File: config.mk
export PLATFORM = sky130hd
export DESIGN_NAME = echo_range_median_hold_filter_flat
export DESIGN_NICKNAME = d
export VERILOG_FILES = /design/src/hw/rtl/erm_pkg.sv /design/src/hw/rtl/erm_ifs.sv /design/src/hw/rtl/erm_cell.sv /design/src/hw/rtl/erm_rank.sv /design/src/hw/rtl/echo_range_median_hold_filter.sv /design/src/flat_wrapper.sv
export SDC_FILE = /design/constraint.sdc
export NUM_CORES = 1
export LEC_CHECK = 0
export ABC_AREA = 1
export BUFFER_PORTS_ARGS = -buffer_cell sky130_fd_sc_hd__buf_2
export CAP_MARGIN = 30
export CORE_MARGIN = 4
export CORE_UTILIZATION = 57
export CTS_BUF_LIST = sky130_fd_sc_hd__clkbuf_8
export DETAILED_ROUTE_END_ITERATION = 16
export GPL_TIMING_DRIVEN = 0
export PLACE_DENSITY = 0.84
export SLEW_MARGIN = 40
export SYNTH_ARGS = -nofsm -noshare
export SYNTH_HDL_FRONTEND = slang
export SYNTH_SLANG_ARGS = --single-unit
File: constraint.sdc
create_clock -name clock -period 9.4 [get_ports clock]
set_input_delay 0 -clock clock [delete_from_list [all_inputs] [get_ports clock]]
set_output_delay 0 -clock clock [all_outputs]
set_load 0.05 [all_outputs]
File: src/hw/rtl/erm_pkg.sv
`timescale 1ns / 1ps
// ----------------------------------------------------------------------------
// erm_pkg
// Widths, constants and codes shared by the echo range median filter.
// ----------------------------------------------------------------------------
package erm_pkg;

   localparam int WIN_LEN    = 5;
   localparam int CNT_W      = $clog2(WIN_LEN + 1);
   localparam int PULSE_W    = 15;
   localparam int DIST_W     = 13;
   localparam int STAMP_W    = 32;
   localparam int HOLD_W     = 16;
   localparam int STATUS_W   = 2;
   localparam int CSR_IDX_W  = 1;
   localparam int CSR_DATA_W = 16;
   localparam int SCALE_W    = 14;
   localparam int PROD_W     = PULSE_W + SCALE_W;
   localparam int FRAC_W     = 16;

   // half the speed of sound in mm/us, unsigned Q0.16
   localparam logic [SCALE_W-1:0] SOUND_HALF_Q16 = 14'd11239;

   localparam logic [DIST_W-1:0] MAX_DIST_RESET = 13'd4000;
   localparam logic [HOLD_W-1:0] HOLD_RESET     = 16'd500;

   localparam logic [CSR_IDX_W-1:0] CSR_MAX_DIST = 1'd0;
   localparam logic [CSR_IDX_W-1:0] CSR_HOLD     = 1'd1;

   typedef logic [DIST_W-1:0] dist_type;

   typedef enum logic [STATUS_W-1:0] {
      ST_FRESH = 2'd0,
      ST_HELD  = 2'd1,
      ST_NONE  = 2'd2
   } status_type;

endpackage

File: src/hw/rtl/erm_ifs.sv
`timescale 1ns / 1ps
// ----------------------------------------------------------------------------
// erm channel interfaces
// Valid/ready channels for echo measurement items and filtered results.
// ----------------------------------------------------------------------------
interface erm_req_if import erm_pkg::*; ();
   logic               valid;
   logic               ready;
   logic [PULSE_W-1:0] pulse_width;
   logic               echo_seen;
   logic [STAMP_W-1:0] now_ms;

   modport source (output valid, pulse_width, echo_seen, now_ms, input ready);
   modport sink   (input valid, pulse_width, echo_seen, now_ms, output ready);
endinterface

interface erm_rsp_if import erm_pkg::*; ();
   logic                valid;
   logic                ready;
   logic [DIST_W-1:0]   range_mm;
   logic [STATUS_W-1:0] status;

   modport source (output valid, range_mm, status, input ready);
   modport sink   (input valid, range_mm, status, output ready);
endinterface

File: src/hw/rtl/erm_cell.sv
`timescale 1ns / 1ps
// ----------------------------------------------------------------------------
// erm_cell
// One window slot: takes its neighbour's value whenever a new item is pushed.
// ----------------------------------------------------------------------------
module erm_cell import erm_pkg::*; (
   input  logic     clock,
   input  logic     shift_en,
   input  dist_type d_in,
   output dist_type q
);

   dist_type value_ff;
   dist_type value_in;

   always_comb begin
      value_in = shift_en ? d_in : value_ff;
   end

   always_ff @(posedge clock) begin
      value_ff <= value_in;
   end

   assign q = value_ff;

endmodule

File: src/hw/rtl/erm_rank.sv
`timescale 1ns / 1ps
// ----------------------------------------------------------------------------
// erm_rank
// Picks the element of a given sorted position by parallel rank compare.
// ----------------------------------------------------------------------------
module erm_rank import erm_pkg::*; (
   input  dist_type             cand [WIN_LEN],
   input  logic [WIN_LEN-1:0]   cand_valid,
   input  logic [CNT_W-1:0]     pick,
   output dist_type             median
);

   logic [CNT_W-1:0] rank [WIN_LEN];

   // ties broken by position so that every valid element has its own rank
   always_comb begin
      for (int i = 0; i < WIN_LEN; i++) begin
         rank[i] = '0;
         for (int j = 0; j < WIN_LEN; j++) begin
            if (cand_valid[j] && ((cand[j] < cand[i]) ||
                                  ((j < i) && (cand[j] == cand[i])))) begin
               rank[i] = rank[i] + 1'b1;
            end
         end
      end
   end

   always_comb begin
      median = '0;
      for (int i = 0; i < WIN_LEN; i++) begin
         if (cand_valid[i] && (rank[i] == pick)) begin
            median = median | cand[i];
         end
      end
   end

endmodule

File: src/hw/rtl/echo_range_median_hold_filter.sv
`timescale 1ns / 1ps
// ----------------------------------------------------------------------------
// echo_range_median_hold_filter
// Range conversion, five-deep running median and hold of the last good value.
// ----------------------------------------------------------------------------
// Usage:
//   req carries one echo measurement per item (pulse_width, echo_seen, now_ms);
//   rsp returns one item per request (range_mm, status) in order.
//   csr_we/csr_index/csr_wdata write the distance limit (index 0) and hold_ms
//   (index 1); write them only while no item is in flight.
// Pipeline: a request passes the stage one registers, then the result register:
//   stage one scales the pulse width by a single 15x14 multiply and clamps,
//   stage two updates the cell chain, ranks the window and picks the median.
// Throughput: one item per cycle unless rsp stalls; the window chain shifts
//   one cell per nonzero item and the rank compare over all cells is combinational.
// Reset: window emptied, held value and stamp cleared, registers back to
//   4000 mm and 500 ms; no clearing pass is needed.
// Stall: while a result waits on rsp, the whole pipeline holds and req.ready
//   drops; it rises again in the cycle the result is taken.
// ----------------------------------------------------------------------------
module echo_range_median_hold_filter import erm_pkg::*; (
   input  logic                  clock,
   input  logic                  reset,
   erm_req_if.sink               req,
   erm_rsp_if.source             rsp,
   input  logic                  csr_we,
   input  logic [CSR_IDX_W-1:0]  csr_index,
   input  logic [CSR_DATA_W-1:0] csr_wdata
);

   // configuration
   dist_type          max_dist_ff, max_dist_in;
   logic [HOLD_W-1:0] hold_ff, hold_in;

   // stage one
   logic               s1_valid_ff, s1_valid_in;
   dist_type           s1_raw_ff, s1_raw_in;
   logic [STAMP_W-1:0] s1_now_ff, s1_now_in;
   logic [PROD_W-1:0]  prod;
   dist_type           scaled;

   // filter state
   logic [CNT_W-1:0]   count_ff, count_in;
   dist_type           last_good_ff, last_good_in;
   logic [STAMP_W-1:0] stamp_ff, stamp_in;

   // result register
   logic               rsp_valid_ff, rsp_valid_in;
   dist_type           rsp_dist_ff, rsp_dist_in;
   status_type         rsp_status_ff, rsp_status_in;

   logic               advance;
   logic               push;
   logic               hold_ok;
   logic [STAMP_W-1:0] age;
   logic [CNT_W-1:0]   new_count;
   logic [WIN_LEN-1:0] cand_valid;
   dist_type           cand [WIN_LEN];
   dist_type           median;

   assign advance   = !rsp_valid_ff || rsp.ready;
   assign req.ready = advance;

   always_comb begin
      max_dist_in = max_dist_ff;
      hold_in     = hold_ff;
      if (csr_we) begin
         unique case (csr_index)
            CSR_MAX_DIST: max_dist_in = csr_wdata[DIST_W-1:0];
            CSR_HOLD:     hold_in     = csr_wdata[HOLD_W-1:0];
            default:      ;
         endcase
      end
   end

   // stage one: scale and clamp
   always_comb begin
      prod   = PROD_W'(req.pulse_width) * PROD_W'(SOUND_HALF_Q16);
      scaled = prod[FRAC_W +: DIST_W];
      if (!req.echo_seen) begin
         s1_raw_in = '0;
      end else if (scaled > max_dist_ff) begin
         s1_raw_in = max_dist_ff;
      end else begin
         s1_raw_in = scaled;
      end
      s1_valid_in = advance ? req.valid : s1_valid_ff;
      s1_now_in   = req.now_ms;
   end

   // stage two: window chain and median pick
   assign push  = s1_valid_ff && (s1_raw_ff != '0);
   assign cand[0] = s1_raw_ff;

   for (genvar k = 1; k < WIN_LEN; k++) begin : g_chain
      erm_cell u_cell (
         .clock    (clock),
         .shift_en (advance && push),
         .d_in     (cand[k-1]),
         .q        (cand[k])
      );
   end

   always_comb begin
      for (int k = 0; k < WIN_LEN; k++) begin
         cand_valid[k] = (k == 0) || (CNT_W'(k) <= count_ff);
      end
      new_count = (count_ff < CNT_W'(WIN_LEN)) ? count_ff + 1'b1 : CNT_W'(WIN_LEN);
   end

   erm_rank u_rank (
      .cand       (cand),
      .cand_valid (cand_valid),
      .pick       (new_count >> 1),
      .median     (median)
   );

   assign age     = s1_now_ff - stamp_ff;
   assign hold_ok = (last_good_ff != '0) && (age <= STAMP_W'(hold_ff));

   always_comb begin
      count_in      = count_ff;
      last_good_in  = last_good_ff;
      stamp_in      = stamp_ff;
      rsp_valid_in  = rsp_valid_ff;
      rsp_dist_in   = rsp_dist_ff;
      rsp_status_in = rsp_status_ff;
      if (advance) begin
         rsp_valid_in = s1_valid_ff;
         if (s1_valid_ff) begin
            priority if (push) begin
               count_in      = new_count;
               last_good_in  = median;
               stamp_in      = s1_now_ff;
               rsp_dist_in   = median;
               rsp_status_in = ST_FRESH;
            end else if (hold_ok) begin
               rsp_dist_in   = last_good_ff;
               rsp_status_in = ST_HELD;
            end else begin
               // drop the window and the held value
               count_in      = '0;
               last_good_in  = '0;
               rsp_dist_in   = '0;
               rsp_status_in = ST_NONE;
            end
         end
      end
   end

   always_ff @(posedge clock) begin
      if (reset) begin
         max_dist_ff  <= MAX_DIST_RESET;
         hold_ff      <= HOLD_RESET;
         s1_valid_ff  <= 1'b0;
         count_ff     <= '0;
         last_good_ff <= '0;
         stamp_ff     <= '0;
         rsp_valid_ff <= 1'b0;
      end else begin
         max_dist_ff  <= max_dist_in;
         hold_ff      <= hold_in;
         s1_valid_ff  <= s1_valid_in;
         count_ff     <= count_in;
         last_good_ff <= last_good_in;
         stamp_ff     <= stamp_in;
         rsp_valid_ff <= rsp_valid_in;
      end
   end

   always_ff @(posedge clock) begin
      if (advance) begin
         s1_raw_ff <= s1_raw_in;
         s1_now_ff <= s1_now_in;
      end
      rsp_dist_ff   <= rsp_dist_in;
      rsp_status_ff <= rsp_status_in;
   end

   assign rsp.valid    = rsp_valid_ff;
   assign rsp.range_mm = rsp_dist_ff;
   assign rsp.status   = rsp_status_ff;

   // assertions
   a_count_bound: assert property (@(posedge clock) disable iff (reset)
      count_ff <= CNT_W'(WIN_LEN))
      else $error("window count beyond window length");

   a_fresh_nonzero: assert property (@(posedge clock) disable iff (reset)
      rsp_valid_ff && (rsp_status_ff == ST_FRESH) |-> rsp_dist_ff != '0)
      else $error("fresh median of zero");

   a_held_matches: assert property (@(posedge clock) disable iff (reset)
      rsp_valid_ff && (rsp_status_ff == ST_HELD) |-> rsp_dist_ff == last_good_ff)
      else $error("held result differs from held value");

   a_none_clears: assert property (@(posedge clock) disable iff (reset)
      rsp_valid_ff && (rsp_status_ff == ST_NONE) |->
         (count_ff == '0) && (last_good_ff == '0) && (rsp_dist_ff == '0))
      else $error("cleared result with state left behind");

   a_stall_holds: assert property (@(posedge clock) disable iff (reset)
      rsp_valid_ff && !rsp.ready |=> rsp_valid_ff && $stable(count_ff)
         && $stable(last_good_ff))
      else $error("state moved while the result stalled");

endmodule
File: src/flat_wrapper.sv
// flat-port wrapper written by rule: the top's interface ports become plain ports
module echo_range_median_hold_filter_flat import erm_pkg::*;
  (clock, reset, csr_we, csr_index, csr_wdata, req_valid, req_pulse_width, req_echo_seen, req_now_ms, req_ready, rsp_valid, rsp_range_mm, rsp_status, rsp_ready);
  erm_req_if req_i ();
  erm_rsp_if rsp_i ();
  input  logic clock;
  input  logic reset;
  input  logic csr_we;
  input  logic [CSR_IDX_W-1:0] csr_index;
  input  logic [CSR_DATA_W-1:0] csr_wdata;
  input wire logic [$bits(req_i.valid)-1:0] req_valid;
  input wire logic [$bits(req_i.pulse_width)-1:0] req_pulse_width;
  input wire logic [$bits(req_i.echo_seen)-1:0] req_echo_seen;
  input wire logic [$bits(req_i.now_ms)-1:0] req_now_ms;
  output wire logic [$bits(req_i.ready)-1:0] req_ready;
  output wire logic [$bits(rsp_i.valid)-1:0] rsp_valid;
  output wire logic [$bits(rsp_i.range_mm)-1:0] rsp_range_mm;
  output wire logic [$bits(rsp_i.status)-1:0] rsp_status;
  input wire logic [$bits(rsp_i.ready)-1:0] rsp_ready;
  assign req_i.valid = req_valid;
  assign req_i.pulse_width = req_pulse_width;
  assign req_i.echo_seen = req_echo_seen;
  assign req_i.now_ms = req_now_ms;
  assign req_ready = req_i.ready;
  assign rsp_valid = rsp_i.valid;
  assign rsp_range_mm = rsp_i.range_mm;
  assign rsp_status = rsp_i.status;
  assign rsp_i.ready = rsp_ready;
  echo_range_median_hold_filter u_core (.clock(clock), .reset(reset), .req(req_i), .rsp(rsp_i), .csr_we(csr_we), .csr_index(csr_index), .csr_wdata(csr_wdata));
endmodule
After elaboration in Yosys (flattened, before gate mapping)
Index checks and enable logic that the tools add are counted. Widths: inputs -> output; s select.

Bits in registers: 191. Bits in latches: 0. Bits in writable memories: 0. ROM bits: 0. Bits of input ports: 70. Output and inout port bits: 17. Logic and storage cells: 174. Memories: 0.

$add $sub $neg: 22. Multiply operators: 1. Divide/modulo/power cells: 0. $lt $le $gt $ge: 32. Eq/ne operators: 16. Shift operators: 0. Mux-type cells: 37. Bitwise gates (word level): 5. Reductions and logical operators: 46.

Operator list (number): $lt 13x13->1 (25); $eq 13x13->1 (10); $mux 13 (8); $mux 3 (22); $or 13x13->13 (4); $add 3x1->3 const B (15); $le 32x16->1 (1); $sub 32x32->32 (1); $mul 15x14->29 const B (1); $logic_and 1x1->1 (27); $reduce_bool 13->1 (2); $eq 3x2->1 (5); $gt 13x13->1 (1); $logic_or 1x1->1 (11); $add 1x1->2 const B (5); $le 2x3->1 const A (2); $reduce_and 2->1 (3); $reduce_and 3->1 (2); $mux 1 (5); $mux 2 (2); $add 2x1->3 const B (1); $le 1x3->1 const A (1); $le 3x3->1 const A (1); $lt 3x3->1 const B (1); other kinds (3) (3).

Depth between registers and ports, before layout
Gate-level depths: netlist of the first run.

Depth in word-level cells: 21. Gate-level depth with buffers: 37. Mapped depth without buffers: 36.

Cells and area by module
A second synthesis of the first run with hierarchy kept.

Cell total of the unflattened synthesis: 2561. Area total of the unflattened synthesis: 19462.4 um^2.

Modules (own cells, without submodules): echo_range_median_hold_filter (instances 1, cells each 1678, area each 13020.0 um^2, sequential area each 3383.2 um^2); erm_rank (instances 1, cells each 831, area each 4880.9 um^2, sequential area each 0.0 um^2); erm_cell (instances 4, cells each 13, area each 390.4 um^2, sequential area each 390.4 um^2).

Least setup slack after synthesis of the first run
No wires, ideal clock.

Path kind: input port to flip-flop. From: in req_pulse_width[5]. To: reg u_core.s1_raw_ff[2] (data pin). Setup time: 256 ps. Arrival time: 6364 ps. Data required time: 9144 ps. Slack: 2781 ps. Stages: 33. Path buffers: 1. Cells stage by stage: fa_1 fa_1 inv_1 fa_1 inv_1 fa_1 fa_1 inv_1 fa_1 inv_1 ha_1 a21oi_1 o21ai_0 nand2_1 o211ai_1 o21bai_1 a21boi_0 o21ai_0 xnor2_1 inv_1 ha_1 nand3_1 inv_1 o21ai_0 a31o_2 a21oi_1 nor3b_1 inv_1 nand2_1 clkinv_1 clkbuf_1 o211ai_1 inv_1.

Cells in the longest elaborated chain, start to end: 3.

Ends and longest elaborated chain: from (decl) (line flat_wrapper.sv:12) `input wire logic [$bits(req_i.pulse_width)-1:0] req_pulse_width;`; $mul 15x14->29 (*) (line echo_range_median_hold_filter.sv:78) `prod = PROD_W'(req.pulse_width) * PROD_W'(SOUND_HALF_Q16);`; $gt 13x13->1 (line echo_range_median_hold_filter.sv:82) `end else if (scaled > max_dist_ff) begin`; $mux 13 (*) (line echo_range_median_hold_filter.sv:82); to (signal assigned) (line echo_range_median_hold_filter.sv:173) `s1_raw_ff <= s1_raw_in;`; to (decl) (line echo_range_median_hold_filter.sv:37) `dist_type s1_raw_ff, s1_raw_in;`.

Every way passes the cells marked *; elsewhere a longest branch is shown, timed or not. A chain may end at the register's enable or synchronous reset.

Final worst setup path of the first run
From: in req_pulse_width[7]. To: reg u_core.s1_raw_ff[2] (data pin).

The elaborated chain is that of the path after synthesis.

==> out/qor.csv, run 1 <==
metric;value;unit
grt_usage;0.285;
crit_start;req_pulse_width[7];
core;0.0328;mm^2
cts_made_buffers;17;
ff2ff_setup_slack;4.32;ns
vdd_drop_max;338;uV
drive_gt1_frac;0.0632;
worstReg2RegEnd;u_core.rsp.range_mm[0];
rows;66;
timing.max_cap.violations;0;
fin_nets;3109;
period_share;0.773;
yosysSeqAreaShare;0.259;
dieArea;0.0365;mm^2
ant_nets;0;
rsz0062_at_grt;false;
critPathArrivalTime;7.50;ns
switchingPower;2.76;mW
final_hold_viol_count;0;
n_antenna_cell;0;
area_growth_syn_to_layout;10.4;%
start_util;0.582;
netlist_area;0.0191;mm^2
cp-endpoint;u_core.s1_raw_ff[2];
timing.fmax;0.138;GHz
r2r_cells;31;
syn_inst;2467;
io_buffers;85;
drc_errors;0;
status;complete, no violations;
internal_power;2.66;mW
final_cell_mix;565 x nand2_1, 499 x inv_1, 316 x ha_1, 175 x a21oi_1, 131 x nor2_1;
start_kind;input port;
clk_path_buf_depth;2;
p_total;5.41;mW
p_clk_frac;0.107;
crit_type;in2reg;
grt_overflow;0;
wirelength;50.9;mm
ys_seq_elements;191;
fin_util;0.642;
die-height;191;um
grt_pass1_wl;83.7;mm
cp_slowest_stage_delay;0.56;ns
synth.avg_cell_area;7.73;um^2
dpl_cell_area;0.0201;mm^2
power_frac_comb;0.692;
cts_setup_buffers;0;
maxSlewViolCount;0;
hp-class;in2reg;
clkSinkCount;191;
fin_area;0.0210;mm^2
r2r-start;u_core.g_chain[2].u_cell.q[2];
slew_headroom;0.435;
path_buf_inv;11;
powerDensity;257;mW/mm^2
cts.htree.levels;4;
wl_per_cell;16.5;um
dr.first_iter.drc_count;1312;
switching_share;0.509;
seqPwrFrac;0.201;
grt_start_max_net_pins;62;
crit_required;9.64;ns
clk_pin_slew;0.11;ns
finalClockSkew;0.0199;ns
cp.depth;34;
grt_pass1_vias;16991;
cp-end-kind;register;
firstDrtPassIters;9;
ioPinCount;87;
vias;17154;
clk_latency;0.50;ns
cp_slowest_cell;fa_1;
ys_types;50;
hold_start;rsp_ready;
cts_tree;built;
gp_congestion;1.01;
cts_resized;0;
ff_latch_area;0.00494;mm^2
cp_common_cell;inv_1;
antenna_found_initial;0;
cts-root-buf;clkbuf_8;
layout_commonest_cell;nand2_1;
die_w;191;um
tns;0;ns
multiInputGateArea;0.0121;mm^2
leakage;10.9;nW
via_per_inst;5.56;
syn_nets;2947;
yosysWarnings;0;
worst_slew_pin_slew;0.847;ns
dp_hpwl;40.8;mm
cp_max_fo;10;
fillers;2771;
min_period;7.26;ns
setup_viol;0;
cp_top_family;adder cells;
-- layer usage --
layer  vias to the layer above  share of wire  track usage
li1                       8344              -            -
met1                      8015           0.42        0.376
met2                       672           0.48        0.488
met3                       123          0.067       0.0327
met4                         0          0.034       0.0972
met5                         -              0            0
-- sequential cells by signal, summed over array words and instances (netlist names) --
signal,cells
u_core.g_chain.u_cell.q,52
u_core.s1_now_ff,32
u_core.stamp_ff,32
u_core.hold_ff,16
u_core.last_good_ff,13
u_core.max_dist_ff,13
u_core.rsp.range_mm,13
u_core.s1_raw_ff,13
u_core.count_ff,3
u_core.rsp.status,2
u_core.rsp.valid,1
u_core.s1_valid_ff,1
-- worst min-delay path: stages --
cell and delay (ns):
buf_2 0.08, nor2_1 0.09, nor2_1 0.26, nor2_1 0.07
nor2_1 0.08, nand2_1 0.05, inv_1 0.04
-- synthesized netlist by cell type (all sizes together) --
library cell	number	area, um^2
ha	316	3950
edfxtp	112	3360
a21boi	4	30.0
dfxtp	79	1580
buf	8	58.8
a211oi	1	7.51
and3	1	6.26
o21bai	9	67.6
nand3b	5	37.5
fa	94	1880
nand3	125	631
o221ai	1	8.76
and2	3	18.8
a2111oi	1	8.76
a21oi	183	953
nand4	50	325
a21o	3	22.5
nor3	23	138
xor2	26	235
a31oi	2	12.5
o21ai	123	619
or2	2	12.5
clkbuf	23	86.3
a221oi	1	8.76
nor4	9	56.3
nor3b	3	22.5
nor2	138	541
xnor2	6	52.6
o21a	5	37.5
o211ai	24	180
nand2	575	2190
clkinv	4	15.0
inv	507	1900
a31o	1	8.76
-- worst min-delay path by stage --
stage	endpoint	slack [ns]	depth (start not counted)
detailed placement	u_core.s1_now_ff[2]	0.18	1
floorplan	u_core.s1_now_ff[0]	0.1	0
global route	u_core.s1_now_ff[11]	0.19	2
CTS	u_core.last_good_ff[9]	0.18	7
finish	u_core.last_good_ff[9]	0.19	7
global placement	u_core.s1_now_ff[26]	0.18	1
-- repair_timing --
item / in CTS / in global routing
hold buffers: 58 / 0
hold endpoints to repair: 68 / 0
endpoints found under the setup margin: 0 / 0
-- power groups by stage --
| stage | sequential, mW | clock (mW) | combinational (mW) |
|---|---|---|---|
| 6_report | 1.09 | 0.578 | 3.74 |
| 5_1_grt | 1.09 | 0.615 | 4.33 |
| 3_3_place_gp | 1.10 | 0 | 3.53 |
| 2_1_floorplan | 1.08 | 0 | 2.75 |
| 4_1_cts | 1.09 | 0.583 | 3.71 |
| 3_5_place_dp | 1.10 | 0 | 3.66 |
-- cell type report --
type / instances / area share
clock buffer: 17 / 0.0111
buffer: 31 / 0.00695
timing repair buffer: 143 / 0.0478
clock inverter: 15 / 0.00850
inverter: 511 / 0.0912
sequential: 191 / 0.235
tap: 442 / 0.0263
multi-input combinational: 1734 / 0.573
-- per-stage QoR --
stage	std cells	setup slack [ns]	hold WS, ns
after floorplan	2467	2.78	0.0989
after global placement	2994	1.85	0.176
after detailed placement	2994	1.72	0.178
after CTS	3084	2.24	0.182
after global routing	3084	1.62	0.188
final	3084	2.14	0.195
-- logic make-up (layout without fill, tap and decap cells) --
group / after synthesis / in the layout / share of synthesized area
compound gates: 358 / 358 / 0.103
xor+xnor: 32 / 32 / 0.0151
fa+ha+maj: 410 / 410 / 0.306
buf+inv: 542 / 717 / 0.108
flops: 191 / 191 / 0.259
simple gates: 934 / 934 / 0.208
Note: power is estimated with default switching activity, not from simulation.
==> inputs of run 2 (changes only) <==
--- a/config.mk
+++ b/config.mk
@@ -5,7 +5,7 @@
 export SDC_FILE = /design/constraint.sdc
 export NUM_CORES = 1
 export LEC_CHECK = 0
-export ABC_AREA = 1
+export ABC_AREA = 0
 export BUFFER_PORTS_ARGS = -buffer_cell sky130_fd_sc_hd__buf_2
 export CAP_MARGIN = 30
 export CORE_MARGIN = 4
@@ -13,7 +13,7 @@
 export CTS_BUF_LIST = sky130_fd_sc_hd__clkbuf_8
 export DETAILED_ROUTE_END_ITERATION = 16
 export GPL_TIMING_DRIVEN = 0
-export PLACE_DENSITY = 0.84
+export PLACE_DENSITY = 0.87
 export SLEW_MARGIN = 40
 export SYNTH_ARGS = -nofsm -noshare
 export SYNTH_HDL_FRONTEND = slang
==> constraint.sdc (replaced) <==
create_clock -name clock -period 6.2 [get_ports clock]
set_input_delay 0 -clock clock [delete_from_list [all_inputs] [get_ports clock]]
set_output_delay 0 -clock clock [all_outputs]
set_load 0.05 [all_outputs]
==> run 2 against run 1 <==
  * Total power grew 98%
  * Via count shrank 4.1%
  * Wire length grew 8.6%
  * The flow now finishes with violations (negative setup slack)
  * Combinational power grew 120%
  * Clock skew shrank 0.0032 ns
  * Critical endpoint is now u_core.s1_raw_ff[8]
  * Count of clock-buffer cells in the layout is the same
==> out/qor.csv, run 2 <==
metric;value;unit;change
finalNonFillerCells;2556;;-17%
synth-xor-area-share;0.0207;;+0.00563
synth_simple_gate_area_frac;0.139;;-0.0697
layout_commonest_cell;ha_1;;
hp-class;in2reg;;
yosysSeqAreaShare;0.273;;+0.0137
synth_top_cell_by_area;ha_1;;
n_antenna_cell;0;;unchanged
p_total;10.7;mW;+98%
syn_inst;1941;;-21%
whs;0.0961;ns;-0.0985 ns
dp_hpwl;39.1;mm;-4.0%
synth.avg_cell_area;9.33;um^2;+21%
core;0.0315;mm^2;-4.0%
antenna_found_initial;0;;unchanged
r2r_cells;22;;-29%
wl_per_cell;21.7;um;+31%
cp-end-kind;register;;
synth_edf_count;112;;unchanged
cts_tree;built;;
ys_seq_elements;191;;unchanged
grt_pass1_wl;82.9;mm;-0.98%
dr.first_iter.drc_count;1824;;+39%
ant_nets;0;;unchanged
synth_top_family_by_area;adder cells;;
met1_length;21.7;mm;+1.3%
finalClockSkew;0.0167;ns;-0.00323 ns
start_kind;input port;;
grt_pass1_vias;16173;;-4.8%
top_layer;met4;;
critPathArrivalTime;7.20;ns;-0.30 ns
final_cell_mix;307 x ha_1, 298 x inv_1, 175 x nand2_1, 133 x a21oi_1, 112 x edfxtp_1;;
ioPinCount;87;;unchanged
cts_made_buffers;17;;unchanged
crit_required;6.45;ns;-3.19 ns
worst_slew_pin_slew;0.898;ns;+0.0509 ns
ys.flop_type;edfxtp_1;;
leakage;9.61;nW;-11%
setup_ws;-0.746;ns;-2.88 ns
rsz0062_at_grt;true;;
cp_max_fo;5;;-5
gp_congestion;1.04;;+2.3%
yosys-top-cells-area;ha_1 22%, edfxtp_1 19%, fa_1 10%;;
clk_path_buf_depth;2;;unchanged
status;finished with violations;;
vias;16445;;-4.1%
area_growth_syn_to_layout;14.9;%;
cp_slowest_cell;fa_2;;
period_share;1.12;;
yosysMostFrequentCell;ha_1;;
grt_start_max_net_pins;40;;-35%
vdd_drop_max;795;uV;+140%
die-height;186;um;-2.4%
syn_nets;2421;;-18%
dieArea;0.0347;mm^2;-4.8%
cp_common_cell;fa_1;;
timing.max_cap.violations;0;;unchanged
cts-root-buf;clkbuf_8;;
netlist_top_cells_count;316 x ha_1, 307 x inv_1, 175 x nand2_1;;
dr_wl_met2;26.1;mm;+6.6%
timing.fmax;0.144;GHz;
grt_overflow;0;;unchanged
fillers;2206;;-20%
min_period;6.95;ns;
cts.htree.levels;4;;unchanged
yosysWarnings;0;;unchanged
cp_slowest_stage_delay;0.58;ns;+0.02 ns
grt_usage;0.301;;+0.0168
die_w;186;um;-2.4%
drc_errors;0;;unchanged
maxSlewViolCount;0;;unchanged
synthMuxAreaShare;0.0123;;+0.0123
yosys.area.top_type_share;0.218;;+0.0110
io_buffers;86;;+1.2%
clkSinkCount;191;;unchanged
start_util;0.576;;-0.00620
setup_viol;13;;+13
firstDrtPassIters;8;;-1
wl_met3;4.69;mm;+37%
via_per_inst;6.43;;+16%
ys_types;83;;+66%
synth_compound_area_frac;0.157;;+0.0544
powerDensity;516;mW/mm^2;+100%
post_synth_fa_ha_maj_area_fraction;0.322;;+0.0162
slew_headroom;0.401;;-0.0339
crit_type;in2reg;;
wirelength;55.3;mm;+8.6%
fin_nets;2621;;-16%
clk_latency;0.50;ns;about the same
worstHoldPathCells;3;;-4
largest_register_ffs;52;;unchanged
async_flop_share;0;;unchanged
final_hold_viol_count;0;;unchanged
violations;negative setup slack;;
dpl.cell_count;2432;;-19%
drive_gt1_frac;0.117;;+0.0538
clk_pin_slew;0.11;ns;about the same
rows;65;;-1.5%
netlist_area;0.0181;mm^2;-5.0%
run 2: changes by cell type in the layout (fill, tap and decap cells not counted), moves of 36 or more:
cell	before	now
nand2_1	565	175
inv_1	499	298
a21oi_1	175	133
a21o_1	3	39
nand3_1	124	71
o21ai_0	117	35
nor2_1	131	57
run 2: logic make-up after synthesis:
group	count (synthesis)
mux	22
simple gates	500
compound gates	417
flops	191
buf+inv	359
fa+ha+maj	410
xor+xnor	42
run 2: stage by stage:
step / instance area (um^2) / worst slack, ns / setup TNS, ns / util
floorplan: 18200 / -0.324 / -2.16 / -
global placement: 19100 / -1.26 / -27.03 / 0.608
finish: 20800 / -0.746 / -7.56 / 0.661
detailed placement: 19200 / -1.38 / -15.67 / 0.611
global route: 20800 / -0.847 / -8.88 / 0.661
CTS: 20500 / -0.261 / -2.65 / 0.652
run 2: layer usage:
layer  vias to the layer above  global-route usage
li1                       7281                   -
met1                      7920               0.391
met2                      1004               0.504
met3                       240              0.0486
met4                         0               0.124
met5                         -                   0
run 2: final cells by class:
type | count | area, um^2 | area share
plain buffers | 51 | 229 | 0.0110
clock buffers | 17 | 234 | 0.0112
clock inverters | 15 | 153 | 0.00733
inverters | 308 | 1160 | 0.0555
multi-input cells | 1391 | 12200 | 0.584
flip-flops and latches | 191 | 4940 | 0.238
well taps | 402 | 503 | 0.0242
repair buffers | 181 | 1440 | 0.0690
run 2: what timing repair did:
| action | CTS | global route |
|---|---|---|
| hold buffers | 55 | 0 |
| hold endpoints to repair | 72 | 0 |
| resized for setup | 42 | 50 |
| gates cloned | 1 | 0 |
| pin swaps | 42 | 44 |
| setup endpoints to repair | 13 | 33 |
| setup buffers | 24 | 12 |
run 2: worst max-delay path, delay by kind of cell:
family	cells	cell delay [ns]
buffers and inverters	6	0.53
adders and majority gates	8	3.32
muxes	1	0.30
AOI/OAI and AO/OA	8	1.60
and+or+nand+nor	5	1.34
xor gates and xnor gates	1	0.08
run 2: worst paths after layout:
kind | start | end | slack, ns
max reg2reg | u_core.g_chain[2].u_cell.q[1] | u_core.rsp.range_mm[1] | 0.23
min reg2reg | u_core.stamp_ff[17] | u_core.stamp_ff[17] | 0.46
max | req_pulse_width[8] | u_core.s1_raw_ff[8] | -0.75
min | reset | u_core.last_good_ff[9] | 0.1
run 2: report_power, final:
group	internal (mW)	leakage [nW]	switching [mW]
registers	1.55	1.75	0.185
logic	3.52	7.67	4.65
clock network	0.330	0.188	0.507
total	5.40	9.61	5.34
